`src/design/gcp_pkg.sv`:
```
// ----------------------------------------------------------------------------
// gcp_pkg
// Shared types, codes and constants of the gpu command port.
// ----------------------------------------------------------------------------
package gcp_pkg;

   // field and port widths
   localparam int WORD_W      = 32;
   localparam int OP_W        = 2;
   localparam int KIND_W      = 2;
   localparam int INDEX_W     = 4;
   localparam int CSR_IDX_W   = 3;
   localparam int CSR_DATA_W  = 11;
   localparam int RSP_DATA_W  = 40;

   // packet store depth, default and legal range 12 to 16
   localparam int PACKET_WORDS_DEF = 12;

   // status word constants
   localparam logic [WORD_W-1:0] STATUS_RESET = 32'h1480_2000;
   localparam logic [WORD_W-1:0] READY_BITS   = 32'h1400_0000;
   localparam logic [WORD_W-1:0] BUSY_BIT     = 32'h0800_0000;
   localparam logic [WORD_W-1:0] DMA_DIR_BITS = 32'h6000_0000;
   localparam logic [WORD_W-1:0] MODE_BITS    = 32'h007F_0000;
   localparam logic [WORD_W-1:0] ENABLE_BIT   = 32'h0080_0000;
   localparam logic [WORD_W-1:0] FIELD_BIT    = 32'h8000_0000;
   localparam logic [WORD_W-1:0] DMA_OFF_WORD = 32'h0400_0000;

   // control command codes (top byte of a control write)
   localparam logic [7:0] CMD_RESET    = 8'h00;
   localparam logic [7:0] CMD_CLEAR_A  = 8'h01;
   localparam logic [7:0] CMD_CLEAR_B  = 8'h02;
   localparam logic [7:0] CMD_DISPLAY  = 8'h03;
   localparam logic [7:0] CMD_DMA      = 8'h04;
   localparam logic [7:0] CMD_MODE     = 8'h08;
   localparam logic [7:0] CMD_INFO     = 8'h10;

   // info query selectors (low half of the control word)
   localparam logic [15:0] INFO_AREA_A   = 16'd0;
   localparam logic [15:0] INFO_AREA_B   = 16'd1;
   localparam logic [15:0] INFO_AREA_C   = 16'd3;
   localparam logic [15:0] INFO_BOUNDS   = 16'd4;
   localparam logic [15:0] INFO_OFFSET_A = 16'd5;
   localparam logic [15:0] INFO_OFFSET_B = 16'd6;
   localparam logic [15:0] INFO_VERSION  = 16'd7;
   localparam logic [WORD_W-1:0] VERSION_WORD = 32'd2;

   typedef enum logic [OP_W-1:0] {
      OP_DATA_WRITE    = 2'd0,
      OP_CONTROL_WRITE = 2'd1,
      OP_STATUS_READ   = 2'd2,
      OP_DATA_READ     = 2'd3
   } op_type;

   typedef enum logic [KIND_W-1:0] {
      KIND_PACKET    = 2'd0,
      KIND_STATUS    = 2'd1,
      KIND_READ_DATA = 2'd2
   } kind_type;

   typedef enum logic [CSR_IDX_W-1:0] {
      CSR_AREA_LEFT   = 3'd0,
      CSR_AREA_TOP    = 3'd1,
      CSR_AREA_RIGHT  = 3'd2,
      CSR_AREA_BOTTOM = 3'd3,
      CSR_OFFSET_X    = 3'd4,
      CSR_OFFSET_Y    = 3'd5
   } csr_type;

   typedef enum logic [1:0] {
      ST_IDLE,
      ST_FETCH,
      ST_SEND
   } state_type;

   // controller to datapath
   typedef struct packed {
      logic take;   // apply the request on the input port
      logic step;   // move to the next packet word
   } cmd_type;

   // datapath to controller
   typedef struct packed {
      logic burst;      // request completes a packet
      logic reply;      // request is a read with one reply
      logic last_word;  // response on the output is the final one
   } stat_type;

   // number of words that follow a packet's first word
   function automatic logic [INDEX_W-1:0] extra_words(input logic [7:0] code);
      logic [INDEX_W-1:0] n;
      case (code[7:2])
         6'h08:   n = 4'd3;
         6'h09:   n = 4'd6;
         6'h0A:   n = 4'd4;
         6'h0B:   n = 4'd8;
         6'h0C:   n = 4'd5;
         6'h0D:   n = 4'd8;
         6'h0E:   n = 4'd7;
         6'h0F:   n = 4'd11;
         6'h10:   n = 4'd2;
         6'h12:   n = 4'd3;
         6'h13:   n = 4'd3;
         6'h14:   n = 4'd3;
         6'h16:   n = 4'd4;
         6'h17:   n = 4'd4;
         6'h18:   n = 4'd2;
         6'h19:   n = 4'd3;
         6'h1A:   n = 4'd1;
         6'h1B:   n = 4'd2;
         6'h1C:   n = 4'd1;
         6'h1D:   n = 4'd2;
         6'h1E:   n = 4'd1;
         6'h1F:   n = 4'd2;
         default: n = 4'd0;
      endcase
      case (code)
         8'h02:   n = 4'd2;
         8'h80:   n = 4'd3;
         8'hA0:   n = 4'd2;
         8'hC0:   n = 4'd2;
         default: ;
      endcase
      return n;
   endfunction

endpackage

```
`src/design/gcp_ctrl.sv`:
```
// ----------------------------------------------------------------------------
// gcp_ctrl
// Request/response sequencer: takes one request, then sends its single reply or walks the packet words.
// ----------------------------------------------------------------------------
module gcp_ctrl (
   input  logic              clock,
   input  logic              reset,
   input  logic              req_tvalid,
   output logic              req_tready,
   output logic              rsp_tvalid,
   input  logic              rsp_tready,
   input  gcp_pkg::stat_type stat,
   output gcp_pkg::cmd_type  cmd
);
   import gcp_pkg::*;

   state_type state_ff;
   state_type state_in;

   always_ff @(posedge clock) begin
      if (reset) begin
         state_ff <= ST_IDLE;
      end else begin
         state_ff <= state_in;
      end
   end

   always_comb begin
      state_in = state_ff;
      case (state_ff)
         ST_IDLE: begin
            if (req_tvalid) begin
               if (stat.burst) begin
                  state_in = ST_FETCH;
               end else if (stat.reply) begin
                  state_in = ST_SEND;
               end
            end
         end
         ST_FETCH: begin
            state_in = ST_SEND;
         end
         ST_SEND: begin
            if (rsp_tready) begin
               state_in = stat.last_word ? ST_IDLE : ST_FETCH;
            end
         end
         default: begin
            state_in = ST_IDLE;
         end
      endcase
   end

   always_comb begin
      req_tready = 1'b0;
      rsp_tvalid = 1'b0;
      cmd        = '0;
      case (state_ff)
         ST_IDLE: begin
            req_tready = 1'b1;
            cmd.take   = req_tvalid;
         end
         ST_FETCH: ;
         ST_SEND: begin
            rsp_tvalid = 1'b1;
            cmd.step   = rsp_tready & ~stat.last_word;
         end
         default: ;
      endcase
   end

endmodule

```
`src/design/gcp_datapath.sv`:
```
// ----------------------------------------------------------------------------
// gcp_datapath
// Port state, packet framer, packet store and response registers.
// ----------------------------------------------------------------------------
module gcp_datapath #(
   parameter int PACKET_WORDS = gcp_pkg::PACKET_WORDS_DEF
) (
   input  logic                             clock,
   input  logic                             reset,
   input  logic [gcp_pkg::OP_W-1:0]         req_tuser,
   input  logic [gcp_pkg::WORD_W-1:0]       req_tdata,
   input  logic                             csr_we,
   input  logic [gcp_pkg::CSR_IDX_W-1:0]    csr_index,
   input  logic [gcp_pkg::CSR_DATA_W-1:0]   csr_wdata,
   input  gcp_pkg::cmd_type                 cmd,
   output gcp_pkg::stat_type                stat,
   output logic [gcp_pkg::RSP_DATA_W-1:0]   rsp_tdata,
   output logic [gcp_pkg::KIND_W-1:0]       rsp_tuser,
   output logic                             rsp_tlast
);
   import gcp_pkg::*;

   localparam int ADDR_W = $clog2(PACKET_WORDS);

   // configuration registers
   logic [9:0]  area_left_ff, area_top_ff;
   logic [10:0] area_right_ff, area_bottom_ff, offset_x_ff, offset_y_ff;

   // port state
   logic [WORD_W-1:0]  status_ff, status_in;
   logic [WORD_W-1:0]  info_ff, info_in;
   logic [INDEX_W-1:0] left_ff, left_in;
   logic [INDEX_W-1:0] slot_ff, slot_in;
   logic [1:0]         phase_ff, phase_in;

   // response side
   kind_type           kind_ff, kind_in;
   logic [WORD_W-1:0]  reply_ff, reply_in;
   logic [INDEX_W-1:0] count_ff, count_in;
   logic [INDEX_W-1:0] idx_ff, idx_in;
   logic [WORD_W-1:0]  rd_data_ff;

   logic [WORD_W-1:0]  store [PACKET_WORDS];
   logic               wr_en;
   logic [ADDR_W-1:0]  wr_addr;

   op_type             op;
   logic [10:0]        right_m1, bottom_m1;
   logic [WORD_W-1:0]  value;

   assign op        = op_type'(req_tuser);
   assign right_m1  = area_right_ff - 11'd1;
   assign bottom_m1 = area_bottom_ff - 11'd1;

   always_ff @(posedge clock) begin
      if (reset) begin
         area_left_ff   <= 10'd0;
         area_top_ff    <= 10'd0;
         area_right_ff  <= 11'd256;
         area_bottom_ff <= 11'd240;
         offset_x_ff    <= 11'd0;
         offset_y_ff    <= 11'd0;
      end else if (csr_we) begin
         case (csr_type'(csr_index))
            CSR_AREA_LEFT:   area_left_ff   <= csr_wdata[9:0];
            CSR_AREA_TOP:    area_top_ff    <= csr_wdata[9:0];
            CSR_AREA_RIGHT:  area_right_ff  <= csr_wdata;
            CSR_AREA_BOTTOM: area_bottom_ff <= csr_wdata;
            CSR_OFFSET_X:    offset_x_ff    <= csr_wdata;
            CSR_OFFSET_Y:    offset_y_ff    <= csr_wdata;
            default: ;
         endcase
      end
   end

   // next values if the request on the input port is taken
   always_comb begin
      status_in = status_ff;
      info_in   = info_ff;
      left_in   = left_ff;
      slot_in   = slot_ff;
      phase_in  = phase_ff;
      kind_in   = kind_ff;
      reply_in  = reply_ff;
      wr_en     = 1'b0;
      wr_addr   = '0;
      case (op)
         OP_DATA_WRITE: begin
            if (left_ff != '0) begin
               left_in = left_ff - 4'd1;
               wr_en   = (int'(slot_ff) < PACKET_WORDS);
               wr_addr = slot_ff[ADDR_W-1:0];
               slot_in = slot_ff + 4'd1;
            end else begin
               wr_en   = 1'b1;
               left_in = extra_words(req_tdata[31:24]);
               slot_in = 4'd1;
            end
            status_in = status_ff | READY_BITS;
            kind_in   = KIND_PACKET;
         end
         OP_CONTROL_WRITE: begin
            case (req_tdata[31:24])
               CMD_RESET: begin
                  status_in = STATUS_RESET;
                  left_in   = '0;
                  slot_in   = '0;
               end
               CMD_CLEAR_A, CMD_CLEAR_B: begin
                  status_in = status_ff & ~BUSY_BIT;
                  left_in   = '0;
               end
               CMD_DISPLAY: begin
                  status_in = (status_ff & ~ENABLE_BIT) | {8'd0, req_tdata[0], 23'd0};
               end
               CMD_DMA: begin
                  if (req_tdata == DMA_OFF_WORD) begin
                     left_in = '0;
                  end
                  status_in = (status_ff & ~DMA_DIR_BITS) | {1'b0, req_tdata[1:0], 29'd0};
               end
               CMD_MODE: begin
                  status_in = (status_ff & ~MODE_BITS)
                            | {9'd0, req_tdata[5:0], req_tdata[6], 16'd0};
               end
               CMD_INFO: begin
                  case (req_tdata[15:0])
                     INFO_AREA_A, INFO_AREA_B, INFO_AREA_C:
                        info_in = {12'd0, area_top_ff, area_left_ff};
                     INFO_BOUNDS:
                        info_in = {12'd0, bottom_m1[9:0], right_m1[9:0]};
                     INFO_OFFSET_A, INFO_OFFSET_B:
                        info_in = {10'd0, offset_y_ff, offset_x_ff};
                     INFO_VERSION:
                        info_in = VERSION_WORD;
                     default:
                        info_in = '0;
                  endcase
               end
               default: ;
            endcase
         end
         OP_STATUS_READ: begin
            // field bit flips on every third read
            if (phase_ff == 2'd2) begin
               phase_in  = 2'd0;
               status_in = status_ff ^ FIELD_BIT;
            end else begin
               phase_in  = phase_ff + 2'd1;
            end
            reply_in = status_in;
            kind_in  = KIND_STATUS;
         end
         OP_DATA_READ: begin
            status_in = status_ff | READY_BITS;
            reply_in  = info_ff;
            kind_in   = KIND_READ_DATA;
         end
         default: ;
      endcase
      count_in = (int'(slot_in) > PACKET_WORDS) ? INDEX_W'(PACKET_WORDS) : slot_in;
      idx_in   = cmd.take ? '0 : (cmd.step ? idx_ff + 4'd1 : idx_ff);
   end

   always_ff @(posedge clock) begin
      if (reset) begin
         status_ff <= STATUS_RESET;
         info_ff   <= '0;
         left_ff   <= '0;
         slot_ff   <= '0;
         phase_ff  <= '0;
         kind_ff   <= KIND_PACKET;
         count_ff  <= '0;
         idx_ff    <= '0;
      end else begin
         if (cmd.take) begin
            status_ff <= status_in;
            info_ff   <= info_in;
            left_ff   <= left_in;
            slot_ff   <= slot_in;
            phase_ff  <= phase_in;
            kind_ff   <= kind_in;
            count_ff  <= count_in;
         end
         idx_ff <= idx_in;
      end
   end

   always_ff @(posedge clock) begin
      if (cmd.take) begin
         reply_ff <= reply_in;
      end
   end

   // packet store, one write and one registered read port
   always_ff @(posedge clock) begin
      if (cmd.take && wr_en) begin
         store[wr_addr] <= req_tdata;
      end
      rd_data_ff <= store[idx_ff[ADDR_W-1:0]];
   end

   assign stat.burst     = (op == OP_DATA_WRITE) && (left_in == '0);
   assign stat.reply     = (op == OP_STATUS_READ) || (op == OP_DATA_READ);
   assign stat.last_word = (kind_ff != KIND_PACKET)
                         || (({1'b0, idx_ff} + 5'd1) == {1'b0, count_ff});

   assign value     = (kind_ff == KIND_PACKET) ? rd_data_ff : reply_ff;
   assign rsp_tdata = {4'd0, ((kind_ff == KIND_PACKET) ? idx_ff : 4'd0), value};
   assign rsp_tuser = kind_ff;
   assign rsp_tlast = stat.last_word;

endmodule

```
`src/design/gpu_command_port_unit.sv`:
```
// ----------------------------------------------------------------------------
// gpu_command_port_unit
// Data, control and status port of a graphics processor with packet framer.
// ----------------------------------------------------------------------------
// One request at a time. req_tuser selects data write, control write, status
// read or data read; req_tdata carries the 32-bit word. A control write, or a
// data write that does not finish a packet, gives no response. A status or
// data read gives one response in the next cycle, held until taken. A data
// write that finishes a packet of n words replays the whole packet from the
// store; every word goes through the store's single registered read port,
// with a fetch state before each send state. Status bit 31 toggles on every
// third status read. The drawing area and offset reported by info queries
// come from the csr port and survive the reset command.
// ----------------------------------------------------------------------------
module gpu_command_port_unit #(
   parameter int PACKET_WORDS = gcp_pkg::PACKET_WORDS_DEF  // store depth, 12 to 16
) (
   input  logic                            clock,
   input  logic                            reset,
   // request channel
   input  logic                            req_tvalid,
   output logic                            req_tready,
   input  logic [gcp_pkg::WORD_W-1:0]      req_tdata,   // [31:0] word
   input  logic [gcp_pkg::OP_W-1:0]        req_tuser,   // [1:0] operation
   // response channel
   output logic                            rsp_tvalid,
   input  logic                            rsp_tready,
   output logic [gcp_pkg::RSP_DATA_W-1:0]  rsp_tdata,   // [31:0] value, [35:32] word_index
   output logic [gcp_pkg::KIND_W-1:0]      rsp_tuser,   // [1:0] kind
   output logic                            rsp_tlast,   // last word of packet or reply
   // configuration
   input  logic                            csr_we,
   input  logic [gcp_pkg::CSR_IDX_W-1:0]   csr_index,
   input  logic [gcp_pkg::CSR_DATA_W-1:0]  csr_wdata
);
   import gcp_pkg::*;

   cmd_type  cmd;
   stat_type stat;

   // sequencer: idle / fetch packet word / send response
   gcp_ctrl u_ctrl (
      .clock      (clock),
      .reset      (reset),
      .req_tvalid (req_tvalid),
      .req_tready (req_tready),
      .rsp_tvalid (rsp_tvalid),
      .rsp_tready (rsp_tready),
      .stat       (stat),
      .cmd        (cmd)
   );

   // port state, framer, packet store and response registers
   gcp_datapath #(
      .PACKET_WORDS (PACKET_WORDS)
   ) u_datapath (
      .clock     (clock),
      .reset     (reset),
      .req_tuser (req_tuser),
      .req_tdata (req_tdata),
      .csr_we    (csr_we),
      .csr_index (csr_index),
      .csr_wdata (csr_wdata),
      .cmd       (cmd),
      .stat      (stat),
      .rsp_tdata (rsp_tdata),
      .rsp_tuser (rsp_tuser),
      .rsp_tlast (rsp_tlast)
   );

endmodule

```
`config.mk`:
```
export PLATFORM = sky130hd
export DESIGN_NAME = gpu_command_port_unit
export DESIGN_NICKNAME = d
export VERILOG_FILES = /design/src/design/gcp_pkg.sv /design/src/design/gcp_ctrl.sv /design/src/design/gcp_datapath.sv /design/src/design/gpu_command_port_unit.sv
export SDC_FILE = /design/constraint.sdc
export NUM_CORES = 1
export LEC_CHECK = 0
export BUFFER_PORTS_ARGS = -buffer_cell sky130_fd_sc_hd__clkbuf_2
export CAP_MARGIN = 5
export CORE_MARGIN = 2
export CORE_UTILIZATION = 35
export DETAILED_ROUTE_END_ITERATION = 7
export GPL_TIMING_DRIVEN = 0
export PLACE_DENSITY = 0.55
export SYNTH_ARGS = -nofsm -noshare
export SYNTH_HDL_FRONTEND = slang
export SYNTH_SLANG_ARGS = --single-unit
export TNS_END_PERCENT = 1
```
`constraint.sdc`:
```
create_clock -name clock -period 5.2 [get_ports clock]
set_clock_uncertainty 0.15 [all_clocks]
set_input_delay 0 -clock clock [delete_from_list [all_inputs] [get_ports clock]]
set_output_delay 0 -clock clock [all_outputs]
set_load 0.01 [all_outputs]
```
==> results.yml <==
clock_network:
  cts_tree: "done"
  insertion_delay_ns: 0.63
  cts_setup_buffers: 0
  htree_levels: 2
  cts_buffers: 60
  hold_buffers: 62
  clock-sinks: 585
  path_clk_slew_ns: 0.06
  cts_resized: 0
  cts-root-buf: "clkbuf_16"
  clock_path_buffers: 3
critical_path:
  crit_fanout: 20
  crit_type: "register to register"
  cp.arrival_ns: 3.72
  worst_ep_required_time_ns: 5.38
  rr_worst_depth: 9
  critPathLaunchType: "register"
  worstSetupEndpointType: "register"
sta:
  post-route-min-period_ns: 3.54
  hold_ws_ns: 0.127
  slew_violations: 0
  hold_viol_final: 0
  timing.final.crit_share_pct: 68.1
  worstMarginPinSlew_ns: 1.22
  slew_headroom_pct: 17.6
  fmax_ghz: 0.282
  setup_violations: 0
  rsz0062_at_grt: "false"
synth:
  yosysTopAreaCell: "edfxtp_1"
  yosysTopAreaCellShare_pct: 53.6
  ys_seq_elements: 585
  async_flop_share_pct: 0
  avgSynthCellArea_um2: 14.8
  synth_area_leaders: "edfxtp_1 54%, dfxtp_1 15%, mux4_2 9.3%, nand2_1 3.3%, mux2_2 2.6%"
  synthFlopType: "edfxtp_1"
  synth_seq_area_share_pct: 68.1
  yosysWarnings: 0
  netlist_instances: 1579
  netlist_area_um2: 23300
  yosysMostFrequentCell: "edfxtp_1"
  synth_edf_count: 416
  synth_common_cells: "416 x edfxtp_1, 205 x nand2_1, 169 x dfxtp_1"
  ys_types: 70
die:
  ios: 98
  design.die.area_um2: 68700
  initial_utilization_pct: 35.4
  die-width_um: 262
  coreArea_um2: 65900
  rows: 94
  fp.dieH_um: 262
finish:
  final_core_util_pct: 42.6
  syn2layout_area_growth_pct: 20.4
  antenna_cells: 0
  finalNonFillerCells: 2735
  drive_gt1_share_pct: 21.4
  nets: 1888
route:
  drt_pass1_iterations: 7
  drc: 0
  wl_mm: 61.7
  vias: 14232
  wl_per_cell_um: 22.5
  vias_per_cell: 5.20
  final_antenna_net_count: 0
  drt-initial-drc-count: 1211
placement:
  dp_hpwl_mm: 42.3
  gp_congestion: 0.863
  port_buffers: 92
  placed_cells: 2560
grt:
  antenna_found_initial: 1
  grt_pass1_wl_mm: 91.6
  grt-ovfl-total: 0
  grt_max_degree: 25
  grt_pass1_vias: 14266
  track_usage_pct: 18.1
pwr:
  cellLeakagePower_nw: 9.21
  power_density_nw_per_um2: 364
  vdd_drop_max_v: 0.000266
hold_path:
  hold_path.class: "input pin to register"
  hold_depth: 2
outcome:
  status: "finished clean"
job:
  drv_cap: 0
==> placed cells by master, fill, tap and decap left out, types with 23 or more instances in the layout <==
master / netlist / layout
o21ai_0: 63 / 63
mux2i_1: 36 / 36
mux2_2: 54 / 54
clkbuf_2: 0 / 92
dlygate4sd3_1: 0 / 62
inv_1: 23 / 23
nor2_1: 57 / 47
a21oi_1: 86 / 86
mux4_2: 96 / 96
nand2_1: 205 / 205
and2_1: 26 / 26
dfxtp_1: 169 / 169
clkbuf_1: 65 / 79
edfxtp_1: 416 / 416
clkbuf_16: 0 / 60
nand3_1: 24 / 24
==> critical path, cell delays in order, from the launching register on <==
cell      delay, ns
dfxtp_1        0.49
inv_1          0.12
ha_1           0.26
or3b_1         0.17
buf_2          0.18
and2_1         0.17
clkbuf_1       0.34
nand3b_1       0.32
nor2_4         0.78
buf_16         0.23
==> cells by family (layout without fill, tap and decap cells) <==
family	Yosys count	after routing	share of synthesized area, %
and+or+nand+nor	422	422	8.62
buffers and inverters	116	405	2.02
adders and majority gates	15	15	0.805
xor gates and xnor gates	22	22	0.826
AOI/OAI and AO/OA	231	231	6.16
other	1	4	0.0161
muxes	187	187	13.5
DFF	585	585	68.1
==> cell type report <==
type                    instances  area (um^2)
inverters                      23         86.3
fillers                      6035        37800
repair buffers                176         1450
multi-input cells             881         7080
plain buffers                  93          384
well taps                     864         1080
clock buffers                  83         1680
clock inverters                30          453
flip-flops and latches        585        15900
==> metal layers <==
metal | vias up | track usage (%) | part of all wire (%)
met4 | 2 | 5.04 | 2.4
met5 | - | 0 | 0.021
met2 | 417 | 29.6 | 48
li1 | 6483 | - | -
met1 | 7236 | 25.1 | 45
met3 | 94 | 2.72 | 5.3
==> stage by stage <==
| stage | power [W] | worst slack (ns) | instance area [um^2] | setup TNS, ns |
|---|---|---|---|---|
| floorplan | 0.00544 | 0.615 | 23300 | 0 |
| global placement | 0.00566 | -2.65 | 24900 | -321.73 |
| detailed placement | 0.00568 | 1.65 | 25300 | 0 |
| CTS | 0.0103 | 1.65 | 28100 | 0 |
| global route | 0.0105 | 1.47 | 28100 | 0 |
| finish | 0.0102 | 1.66 | 28100 | 0 |
==> state kept, by name (all words and copies together), names as in the netlist, 10 cells and up <==
signal	cells
u_datapath.offset_y_ff	11
u_datapath.store	384
u_datapath.info_ff	22
u_datapath.reply_ff	32
u_datapath.rd_data_ff	32
u_datapath.area_bottom_ff	10
u_datapath.area_right_ff	10
u_datapath.area_top_ff	10
u_datapath.area_left_ff	10
u_datapath.offset_x_ff	11
u_datapath.status_ff	32
==> worst paths after layout <==
path / start / endpoint / slack (ns)
worst max register to register: u_datapath.left_ff[0] / u_datapath.store[5][13] / 1.66
worst max-delay path: u_datapath.left_ff[0] / u_datapath.store[5][13] / 1.66
worst min-delay path: req_tdata[18] / u_datapath.store[3][18] / 0.13
worst min register to register: u_datapath.status_ff[6] / u_datapath.status_ff[6] / 0.30
==> report_power, final <==
part           internal (W)  total (W)  leakage [nW]  switching, W
clock network       0.00276    0.00459          1.05       0.00183
registers           0.00504    0.00507          5.13     0.0000288
logic              0.000206   0.000542          3.03      0.000335
(Power assumes the default switching activity.)
